**src/sv/ist_pkg.sv**
```systemverilog
// shared constants and types for the integer set store
`default_nettype none
package ist_pkg;

  localparam int unsigned CAPACITY_DEF = 64;

  localparam int unsigned OP_W     = 2;
  localparam int unsigned VALUE_W  = 32;
  localparam int unsigned STATUS_W = 2;
  localparam int unsigned COUNT_W  = 7;

  localparam logic [OP_W-1:0] OP_INSERT = 2'd0;
  localparam logic [OP_W-1:0] OP_DELETE = 2'd1;
  localparam logic [OP_W-1:0] OP_QUERY  = 2'd2;

  localparam logic [STATUS_W-1:0] STS_DONE     = 2'd0;
  localparam logic [STATUS_W-1:0] STS_NOCHANGE = 2'd1;
  localparam logic [STATUS_W-1:0] STS_FULL     = 2'd2;

  typedef enum logic [1:0] {
    ST_IDLE,
    ST_SCAN,
    ST_FINISH
  } ist_state_t;

endpackage
`default_nettype wire

```
**src/sv/ist_ram.sv**
```systemverilog
// generic single-write, single-read ram with registered read data
`default_nettype none
module ist_ram #(
  parameter int unsigned WIDTH = 32,
  parameter int unsigned DEPTH = 64
) (
  input  wire logic                     clk,
  input  wire logic                     we,
  input  wire logic [$clog2(DEPTH)-1:0] waddr,
  input  wire logic [WIDTH-1:0]         wdata,
  input  wire logic [$clog2(DEPTH)-1:0] raddr,
  output logic      [WIDTH-1:0]         rdata
);

  logic [WIDTH-1:0] mem [DEPTH];

  always_ff @(posedge clk) begin
    if (we) begin
      mem[waddr] <= wdata;
    end
    rdata <= mem[raddr];
  end

endmodule
`default_nettype wire

```
**src/sv/integer_set_store_top.sv**
```systemverilog
// set of distinct signed integers kept in one ram, scanned per transaction
//
//  channel | ports                                   | direction
//  --------+-----------------------------------------+----------
//  in      | in_valid, in_ready, in_operation,       | to block
//          | in_value                                |
//  out     | out_valid, out_ready, out_status,       | from block
//          | out_was_member, out_greater_count,      |
//          | out_less_count, out_size_after          |
//
// the single ram read port is walked once over all stored entries, one per cycle, and a
// transaction is finished before the next one is accepted.
// rst_n empties the set at once; ram contents are left as they are.
// a finished result waits in the output register; the next transaction is
// accepted and scanned meanwhile, and its ram write-back and result wait for out_ready.
`default_nettype none
module integer_set_store_top
  import ist_pkg::*;
#(
  parameter int unsigned CAPACITY = CAPACITY_DEF
) (
  input  wire logic                  clk,
  input  wire logic                  rst_n,
  input  wire logic                  in_valid,
  output logic                       in_ready,
  input  wire logic [OP_W-1:0]       in_operation,
  input  wire logic signed [VALUE_W-1:0] in_value,
  output logic                       out_valid,
  input  wire logic                  out_ready,
  output logic [STATUS_W-1:0]        out_status,
  output logic                       out_was_member,
  output logic [COUNT_W-1:0]         out_greater_count,
  output logic [COUNT_W-1:0]         out_less_count,
  output logic [COUNT_W-1:0]         out_size_after
);

  localparam int unsigned AW = (CAPACITY > 1) ? $clog2(CAPACITY) : 1;
  localparam int unsigned CW = $clog2(CAPACITY + 1);
  localparam logic [CW-1:0] CAP_C = CW'(CAPACITY);

  ist_state_t state_r, state_nxt;

  logic [CW-1:0]             count_r;
  logic [OP_W-1:0]           op_r;
  logic signed [VALUE_W-1:0] value_r;
  logic [CW-1:0]             n_r;
  logic [CW-1:0]             idx_r;
  logic                      rd_vld_r;
  logic [CW-1:0]             rd_idx_r;
  logic [CW-1:0]             gt_r;
  logic [CW-1:0]             lt_r;
  logic                      member_r;
  logic [AW-1:0]             pos_r;
  logic signed [VALUE_W-1:0] last_r;

  logic                      out_valid_r;
  logic [STATUS_W-1:0]       out_status_r;
  logic                      out_member_r;
  logic [COUNT_W-1:0]        out_gt_r;
  logic [COUNT_W-1:0]        out_lt_r;
  logic [COUNT_W-1:0]        out_size_r;

  logic                      in_fire;
  logic                      issue;
  logic                      finish;
  logic                      ram_we;
  logic [AW-1:0]             ram_waddr;
  logic [VALUE_W-1:0]        ram_wdata;
  logic [VALUE_W-1:0]        ram_rdata;
  logic signed [VALUE_W-1:0] rd_value;
  logic [STATUS_W-1:0]       status_nxt;
  logic [CW-1:0]             size_nxt;

  ist_ram #(
    .WIDTH (VALUE_W),
    .DEPTH (CAPACITY)
  ) u_store (
    .clk   (clk),
    .we    (ram_we),
    .waddr (ram_waddr),
    .wdata (ram_wdata),
    .raddr (idx_r[AW-1:0]),
    .rdata (ram_rdata)
  );

  assign rd_value = $signed(ram_rdata);
  assign in_fire  = in_valid && in_ready;
  assign issue    = (state_r == ST_SCAN) && (idx_r < n_r);
  assign finish   = (state_r == ST_FINISH) && (!out_valid_r || out_ready);

  // fsm and write-back decision
  always_comb begin
    state_nxt  = state_r;
    in_ready   = 1'b0;
    status_nxt = STS_DONE;
    size_nxt   = n_r;
    ram_we     = 1'b0;
    ram_waddr  = pos_r;
    ram_wdata  = last_r;
    unique case (state_r)
      ST_IDLE: begin
        in_ready = 1'b1;
        if (in_valid) begin
          state_nxt = ST_SCAN;
        end
      end
      ST_SCAN: begin
        if (idx_r == n_r && !rd_vld_r) begin
          state_nxt = ST_FINISH;
        end
      end
      ST_FINISH: begin
        priority if (op_r == OP_INSERT) begin
          priority if (member_r) begin
            status_nxt = STS_NOCHANGE;
          end else if (n_r >= CAP_C) begin
            status_nxt = STS_FULL;
          end else begin
            ram_we    = finish;
            ram_waddr = n_r[AW-1:0];
            ram_wdata = value_r;
            size_nxt  = n_r + 1'b1;
          end
        end else if (op_r == OP_DELETE) begin
          if (!member_r) begin
            status_nxt = STS_NOCHANGE;
          end else begin
            // last entry moves into the hole
            ram_we   = finish;
            size_nxt = n_r - 1'b1;
          end
        end else begin
          status_nxt = STS_DONE;
        end
        if (finish) begin
          state_nxt = ST_IDLE;
        end
      end
      default: state_nxt = ST_IDLE;
    endcase
  end

  always_ff @(posedge clk) begin
    if (!rst_n) begin
      state_r     <= ST_IDLE;
      count_r     <= '0;
      rd_vld_r    <= 1'b0;
      out_valid_r <= 1'b0;
    end else begin
      state_r  <= state_nxt;
      rd_vld_r <= issue;
      if (finish) begin
        count_r     <= size_nxt;
        out_valid_r <= 1'b1;
      end else if (out_ready) begin
        out_valid_r <= 1'b0;
      end
    end
  end

  // scan datapath
  always_ff @(posedge clk) begin
    if (in_fire) begin
      op_r     <= in_operation;
      value_r  <= in_value;
      n_r      <= count_r;
      idx_r    <= '0;
      gt_r     <= '0;
      lt_r     <= '0;
      member_r <= 1'b0;
      pos_r    <= '0;
    end else begin
      if (issue) begin
        idx_r <= idx_r + 1'b1;
      end
      rd_idx_r <= idx_r;
      if (rd_vld_r) begin
        last_r <= rd_value;
        if (rd_value > value_r) begin
          gt_r <= gt_r + 1'b1;
        end else if (rd_value < value_r) begin
          lt_r <= lt_r + 1'b1;
        end else if (!member_r) begin
          member_r <= 1'b1;
          pos_r    <= rd_idx_r[AW-1:0];
        end
      end
    end
  end

  always_ff @(posedge clk) begin
    if (finish) begin
      out_status_r <= status_nxt;
      out_member_r <= member_r;
      out_gt_r     <= COUNT_W'(gt_r);
      out_lt_r     <= COUNT_W'(lt_r);
      out_size_r   <= COUNT_W'(size_nxt);
    end
  end

  assign out_valid         = out_valid_r;
  assign out_status        = out_status_r;
  assign out_was_member    = out_member_r;
  assign out_greater_count = out_gt_r;
  assign out_less_count    = out_lt_r;
  assign out_size_after    = out_size_r;

`ifndef SYNTHESIS
  a_count_bound: assert property (@(posedge clk) disable iff (!rst_n)
    count_r <= CAP_C)
    else $error("stored count above capacity");

  a_tally_bound: assert property (@(posedge clk) disable iff (!rst_n)
    state_r == ST_FINISH |-> ({1'b0, gt_r} + {1'b0, lt_r} + (CW+1)'(member_r)) == {1'b0, n_r})
    else $error("scan tallies do not account for every stored entry");

  a_read_range: assert property (@(posedge clk) disable iff (!rst_n)
    rd_vld_r |-> rd_idx_r < n_r)
    else $error("ram read beyond stored entries");

  a_count_step: assert property (@(posedge clk) disable iff (!rst_n)
    finish && status_nxt != STS_DONE |=> count_r == $past(count_r))
    else $error("count changed on a refused transaction");
`endif

endmodule
`default_nettype wire

```
**config.mk**
```make
export PLATFORM = sky130hd
export DESIGN_NAME = integer_set_store_top
export DESIGN_NICKNAME = d
export VERILOG_FILES = /design/src/sv/ist_pkg.sv /design/src/sv/ist_ram.sv /design/src/sv/integer_set_store_top.sv
export SDC_FILE = /design/constraint.sdc
export NUM_CORES = 2
export LEC_CHECK = 0
export BUFFER_PORTS_ARGS = -buffer_cell sky130_fd_sc_hd__buf_2
export CELL_PAD_IN_SITES_DETAIL_PLACEMENT = 1
export CELL_PAD_IN_SITES_GLOBAL_PLACEMENT = 1
export CORE_MARGIN = 3
export CORE_UTILIZATION = 51
export CTS_CLUSTER_SIZE = 12
export DETAILED_ROUTE_END_ITERATION = 12
export PLACE_DENSITY = 0.79
export SYNTH_ARGS = -nofsm -noshare
export SYNTH_HDL_FRONTEND = slang
export SYNTH_SLANG_ARGS = --single-unit
```
**constraint.sdc**
```tcl
create_clock -name clk -period 4.5 [get_ports clk]
set_clock_uncertainty 0.1 [all_clocks]
set_input_delay 0.45 -clock clk [delete_from_list [all_inputs] [get_ports clk]]
set_output_delay 0.45 -clock clk [all_outputs]
set_load 0.005 [all_outputs]
```
Word-level counts from Yosys, hierarchy flattened
Memories as Yosys holds them, arrays and structs flattened. A register that Yosys moved wholly into a read port is not among the register bits.
Index checks and enable logic that the tools add are counted.
W data, S select, Z words.
{ "word_totals": {"output_inout_bits": 26, "input_bits": 38, "regBits": 142, "wordCells": 90, "mem_count": 1, "mem_bits_rw": 2048} }
{ "classes": {"n_eq_ne": 7, "addsub": 5, "muxes": 34, "reduce_logical": 16, "order_cmp": 4, "bitwise": 4} }
{ "mem_list": {"columns": ["memory", "words", "word_bits", "rd", "rd_ports_with_merged_regs", "write_ports", "line", "source"], "rows": [
  ["u_store.mem", 64, 32, 1, 1, 1, "ist_ram.sv:15", "logic [WIDTH-1:0] mem [DEPTH];"]
]} }
{ "ops": {"columns": ["op", "n"], "rows": [
  ["$mux W32", 4],
  ["$mux W7", 6],
  ["$gt A32 B32 Y1", 1],
  ["$lt A32 B32 Y1", 1],
  ["$add A7 B1 Y7 const B", 4],
  ["$mux W6", 4],
  ["$mux W2", 7],
  ["$mux W1", 12],
  ["$reduce_and A3 Y1", 3],
  ["$eq A7 B7 Y1", 1],
  ["$ge A7 B7 Y1 const B", 1],
  ["$lt A7 B7 Y1", 1],
  ["$sub A7 B1 Y7 const B", 1],
  ["$pmux W2 S3", 1],
  ["$eq A2 B1 Y1 const B", 2],
  ["$logic_and A1 B1 Y1", 4],
  ["$logic_not A2 Y1", 2],
  ["$ne A2 B2 Y1 const B", 2],
  ["$not A1 Y1", 4],
  ["$reduce_and A2 Y1", 2],
  ["$reduce_and A4 Y1", 1],
  ["$eq A2 B2 Y1 const B", 1],
  ["$logic_not A1 Y1", 2],
  ["$ne A2 B1 Y1 const B", 1],
  ["2 further kinds", 2]
]} }

Depth between registers and ports, before layout
{ "depth": {"word_depth": 9, "ltp_mapped": 13, "depth_no_buf": 9} }

Modules after synthesis
Synthesis repeated with hierarchy kept, for this count alone.
{ "hier_totals": {"cells_unflattened": 3893, "hier_area_um2": 85019.0} }
{ "by_module_without_submodules": {"columns": ["mod", "seq_area_each_um2", "n_inst", "area_each_um2", "cells_per_inst"], "rows": [
  ["ist_ram", 62139.6, 1, 78515.3, 3324],
  ["integer_set_store_top", 3873.7, 1, 6503.7, 569]
]} }

Worst setup path after synthesis
OpenSTA, ideal clock, no wires.
{ "synth_path": {"path_kind": "register -> register", "start": "reg n_r[6]", "end": "mem u_store.mem[0][1] (data pin)", "path_slack_ns": -0.336, "stages_incl_launch_ff": 6, "t_arrival_ns": 4.034, "n_path_buf": 2, "setup_time_ns": 0.702, "synth_period_minus_slack_ns": 4.836, "required_ns": 3.698, "path_cell_list": "edfxtp_1 > nor4_2 > nand2_1 > clkbuf_1 > buf_1 > o21ai_0"} }
{ "synth_between": {"elab_chain_cells": 5} }
{ "synth_lines": {"columns": ["element", "line", "source"], "rows": [
  ["start, declared", "integer_set_store_top.sv:46", "logic [CW-1:0] n_r;"],
  ["start signal, assigned", "integer_set_store_top.sv:166", "n_r <= count_r;"],
  ["$ge A7 B7 Y1", "integer_set_store_top.sv:116", "end else if (n_r >= CAP_C) begin"],
  ["$mux W32", "integer_set_store_top.sv:116", null],
  ["$mux W32", "integer_set_store_top.sv:114", "priority if (member_r) begin"],
  ["$mux W32", "integer_set_store_top.sv:113", "priority if (op_r == OP_INSERT) begin"],
  ["$mux W32", "integer_set_store_top.sv:100", "unique case (state_r)"],
  ["via ram_wdata[1]", "integer_set_store_top.sv:68", "logic [VALUE_W-1:0] ram_wdata;"],
  ["end, declared", "ist_ram.sv:15", null]
]} }
The timed path passes the listed nets, and every way through them passes these cells.

Worst setup path in the final report
{ "layout_path": {"start": "reg n_r[6]", "end": "mem u_store.mem[59][4] (enable)"} }
{ "layout_between": {"elab_chain_cells": 7, "elab_cells_between_ends": 11, "classes_between": "order compare (1); mux (10)"} }
{ "layout_lines": {"columns": ["element", "line", "source"], "rows": [
  ["$ge A7 B7 Y1 (*)", "integer_set_store_top.sv:116", null],
  ["$mux W1", "integer_set_store_top.sv:116", null],
  ["$mux W1", "integer_set_store_top.sv:114", null],
  ["$mux W1", "integer_set_store_top.sv:113", null],
  ["$mux W1", "integer_set_store_top.sv:100", null],
  ["$mux W1", "ist_ram.sv:18", "if (we) begin"],
  ["$mux W1 (implied by the code)", "ist_ram.sv:19", "mem[waddr] <= wdata;"]
]} }
Mark *: on every way between the ends. The rest lies on a longest branch, timed or not.

==> qor.yml <==
post-synth-top-count-cell: "edfxtp_1"
drv_slew: 0
clock_latency_ns: 0.85
fin_cells: 6235
coreArea_mm2: 0.164
min_path_type: "in -> reg"
cts_buffers: 215
syn_area_mm2: 0.0847
seq_area_frac_synth_pct: 77.9
fmax_mhz: 232
crit_arrival_ns: 4.67
crit_fanout: 32
wl_per_cell_um: 37.4
maxCapViolations: 0
critPathBufInv: 2
io_pins: 64
clock_path_buffers: 3
syn_area_per_cell_um2: 23.8
io_buffer_count: 63
rows: 148
h-tree-depth: 4
ir_worst_vdd_uv: 579
crit-reg2reg-launch: "n_r[6]"
overflow: 0
dieHeight_um: 414
syn_to_final_growth_pct: 14.2
p_leak_nw: 29.7
post-route-period-util_pct: 95.7
gp_congestion: 0.834
ff2ff_path_depth: 9
grt_max_degree: 70
clk_pin_slew_ns: 0.06
wirelength_mm: 233
via_count: 41700
synth_commonest_cells: "edfxtp_1 (2151), mux4_2 (672), clkbuf_1 (100)"
fp.dieW_um: 414
dr.pass1.iters: 5
rsz0062_at_grt: "false"
cp_top_family: "simple AND/OR/NAND/NOR gates"
synth_top_area_share_pct: 76.2
drcViolationCount: 0
grt_pass1_vias: 43600
max_stage_delay_ns: 0.71
crit_top_cell: "buf_4"
utilization_pct: 59.1
path_class: "reg -> reg"
tightest_slew_ns: 1.11
ys.flop_type: "edfxtp_1"
ys_top_cells_by_area: "edfxtp_1 (76%), mux4_2 (18%), dfxtp_1 (1.7%), ha_1 (0.65%), clkbuf_1 (0.44%)"
setup_violations: 0
worstHoldEndpoint: "state_r[0]"
async_flop_share_pct: 0
grt_first_pass_wirelength_mm: 334
finalHoldViolations: 0
slowest_stage: "nor4_2"
reg2reg_to: "u_store.mem[59][4]"
crit_path_start_kind: "register"
synth_fp_nets: 3643
relSlewSlack_pct: 25.8
tritoncts: "done"
ys_types: 52
cp.required_ns: 4.87
start_util_pct: 51.7
placed_cells: 5846
antenna_left: 0
ys_ff_latch: 2222
post-route-min-period_ns: 4.31
p_total_w: 0.0504
yosysWarnings: 0
path_cells: "nor4_2, nand2_4, nor2_1, a21oi_1, nor3_1, nand2_1, buf_4, nor2_4, buf_4"
holdPathStages: 4
pwr_density_cell_mw_per_mm2: 520
status: "complete, no violations"
final_nets: 4005
via_per_inst: 6.69
cts_sinks: 2222
synth_area_leader_cell: "edfxtp_1"
synth_edf_count: 2151
drtIter0Drc: 6447
dieArea_mm2: 0.171
antenna_found_initial: 31
min_from: "in_valid"
synthCells: 3561
drive_above_1_share_pct: 32.5
dp_hpwl_mm: 136
r2r_setup_slack_ns: 0.19
grt_usage_pct: 28.0
root_buffer: "clkbuf_16"
cp-end-kind: "register"
==> worst min-delay path: cells and delay by family <==
kind,cells,cell delay [ns]
buf+inv,2,0.33
compound gates,1,0.16
simple gates,1,0.04
==> per-stage QoR <==
stage	hold slack (ns)	setup TNS [ns]	setup WS, ns	instance area, um2
6_report	0.101	0	0.195	96800
5_1_grt	0.0791	0	0.141	96800
4_1_cts	0.0328	0	0.297	96800
3_5_place_dp	0.321	0	0.497	90200
3_3_place_gp	0.314	0	0.670	90200
2_1_floorplan	0.308	-231.88	-0.336	84700
==> placed cells by master, fill, tap and decap left out, drive strengths merged, types with 2 or more instances in the layout <==
| cell type | instances |
|---|---|
| nor4 | 4 |
| diode | 6 |
| edfxtp | 2151 |
| nand3b | 4 |
| mux2i | 13 |
| clkinv | 43 |
| clkbuf | 297 |
| nand4 | 17 |
| buf | 277 |
| nand2b | 10 |
| a21o | 5 |
| dfxtp | 71 |
| and2 | 3 |
| a41o | 3 |
| bufinv | 3 |
| o21ai | 46 |
| nand3 | 8 |
| dlygate4sd3 | 35 |
| a31oi | 3 |
| mux4 | 672 |
| xnor2 | 8 |
| nor3 | 15 |
| o31ai | 7 |
| a31o | 6 |
| or4 | 2 |
| nand2 | 89 |
| a21oi | 35 |
| inv | 54 |
| nor2 | 98 |
| a211oi | 2 |
| or2 | 2 |
| or3 | 6 |
| nor2b | 2 |
| o21a | 5 |
| ha | 44 |
==> worst max path at each step <==
stage	start	to	slack (ns)	depth (start not counted)
4_1_cts	n_r[6]	u_store.mem[59][4]	0.30	9
3_5_place_dp	n_r[6]	u_store.mem[59][15]	0.50	9
6_report	n_r[6]	u_store.mem[59][4]	0.19	9
2_1_floorplan	n_r[6]	u_store.mem[0][1]	-0.34	5
3_3_place_gp	n_r[6]	u_store.mem[59][12]	0.67	9
5_1_grt	n_r[6]	u_store.mem[59][4]	0.14	9
==> final cells by class <==
class / instances / area (um2)
inverter: 49 / 185
clock inverter: 51 / 432
antenna: 6 / 15.0
clock buffer: 297 / 5800
fill: 13300 / 67100
sequential: 2222 / 66000
timing repair buffer: 312 / 2920
multi-input combinational: 1123 / 18700
tap: 2175 / 2720
==> sequential cells by signal (all words and copies together) (netlist names) <==
| name | flops |
|---|---|
| last_r | 32 |
| state_r | 2 |
| out_status | 2 |
| idx_r | 7 |
| out_valid | 1 |
| op_r | 2 |
| u_store.rdata | 32 |
| out_less_count | 7 |
| rd_vld_r | 1 |
| lt_r | 7 |
| value_r | 32 |
| gt_r | 7 |
| member_r | 1 |
| out_was_member | 1 |
| n_r | 7 |
| count_r | 7 |
| out_greater_count | 7 |
| pos_r | 6 |
| out_size_after | 7 |
| u_store.mem | 2048 |
| rd_idx_r | 6 |
==> where the power goes <==
group	switching, W	leakage [nW]	internal [W]	total [W]
Clock	0.00755	3.02	0.00908	0.0166
Combinational	0.00549	6.67	0.00468	0.0102
Sequential	0.000338	20.0	0.0232	0.0236
==> metal layers <==
metal	share of wire (%)	track usage [%]
met3	11	6.37
met4	3.8	9.97
met1	36	37.9
met2	49	45.1
met5	0.044	0
==> timing repair <==
item,4_1_cts,5_1_grt
resized for setup,0,0
hold endpoints to repair,42,0
hold buffers,35,0
setup buffers,0,0
==> kinds of logic (layout without fill, tap and decap cells) <==
| family | Yosys count | in the layout | share of synthesized area, % |
|---|---|---|---|
| flops | 2222 | 2222 | 77.9 |
| xor+xnor | 8 | 8 | 0.0827 |
| fa+ha+maj | 44 | 44 | 0.650 |
| mux | 685 | 685 | 18.0 |
| other cells | 0 | 6 | 0 |
| compound gates | 121 | 121 | 0.882 |
| buf+inv | 216 | 709 | 1.05 |
| simple gates | 265 | 265 | 1.41 |
(Power assumes the default switching activity.)
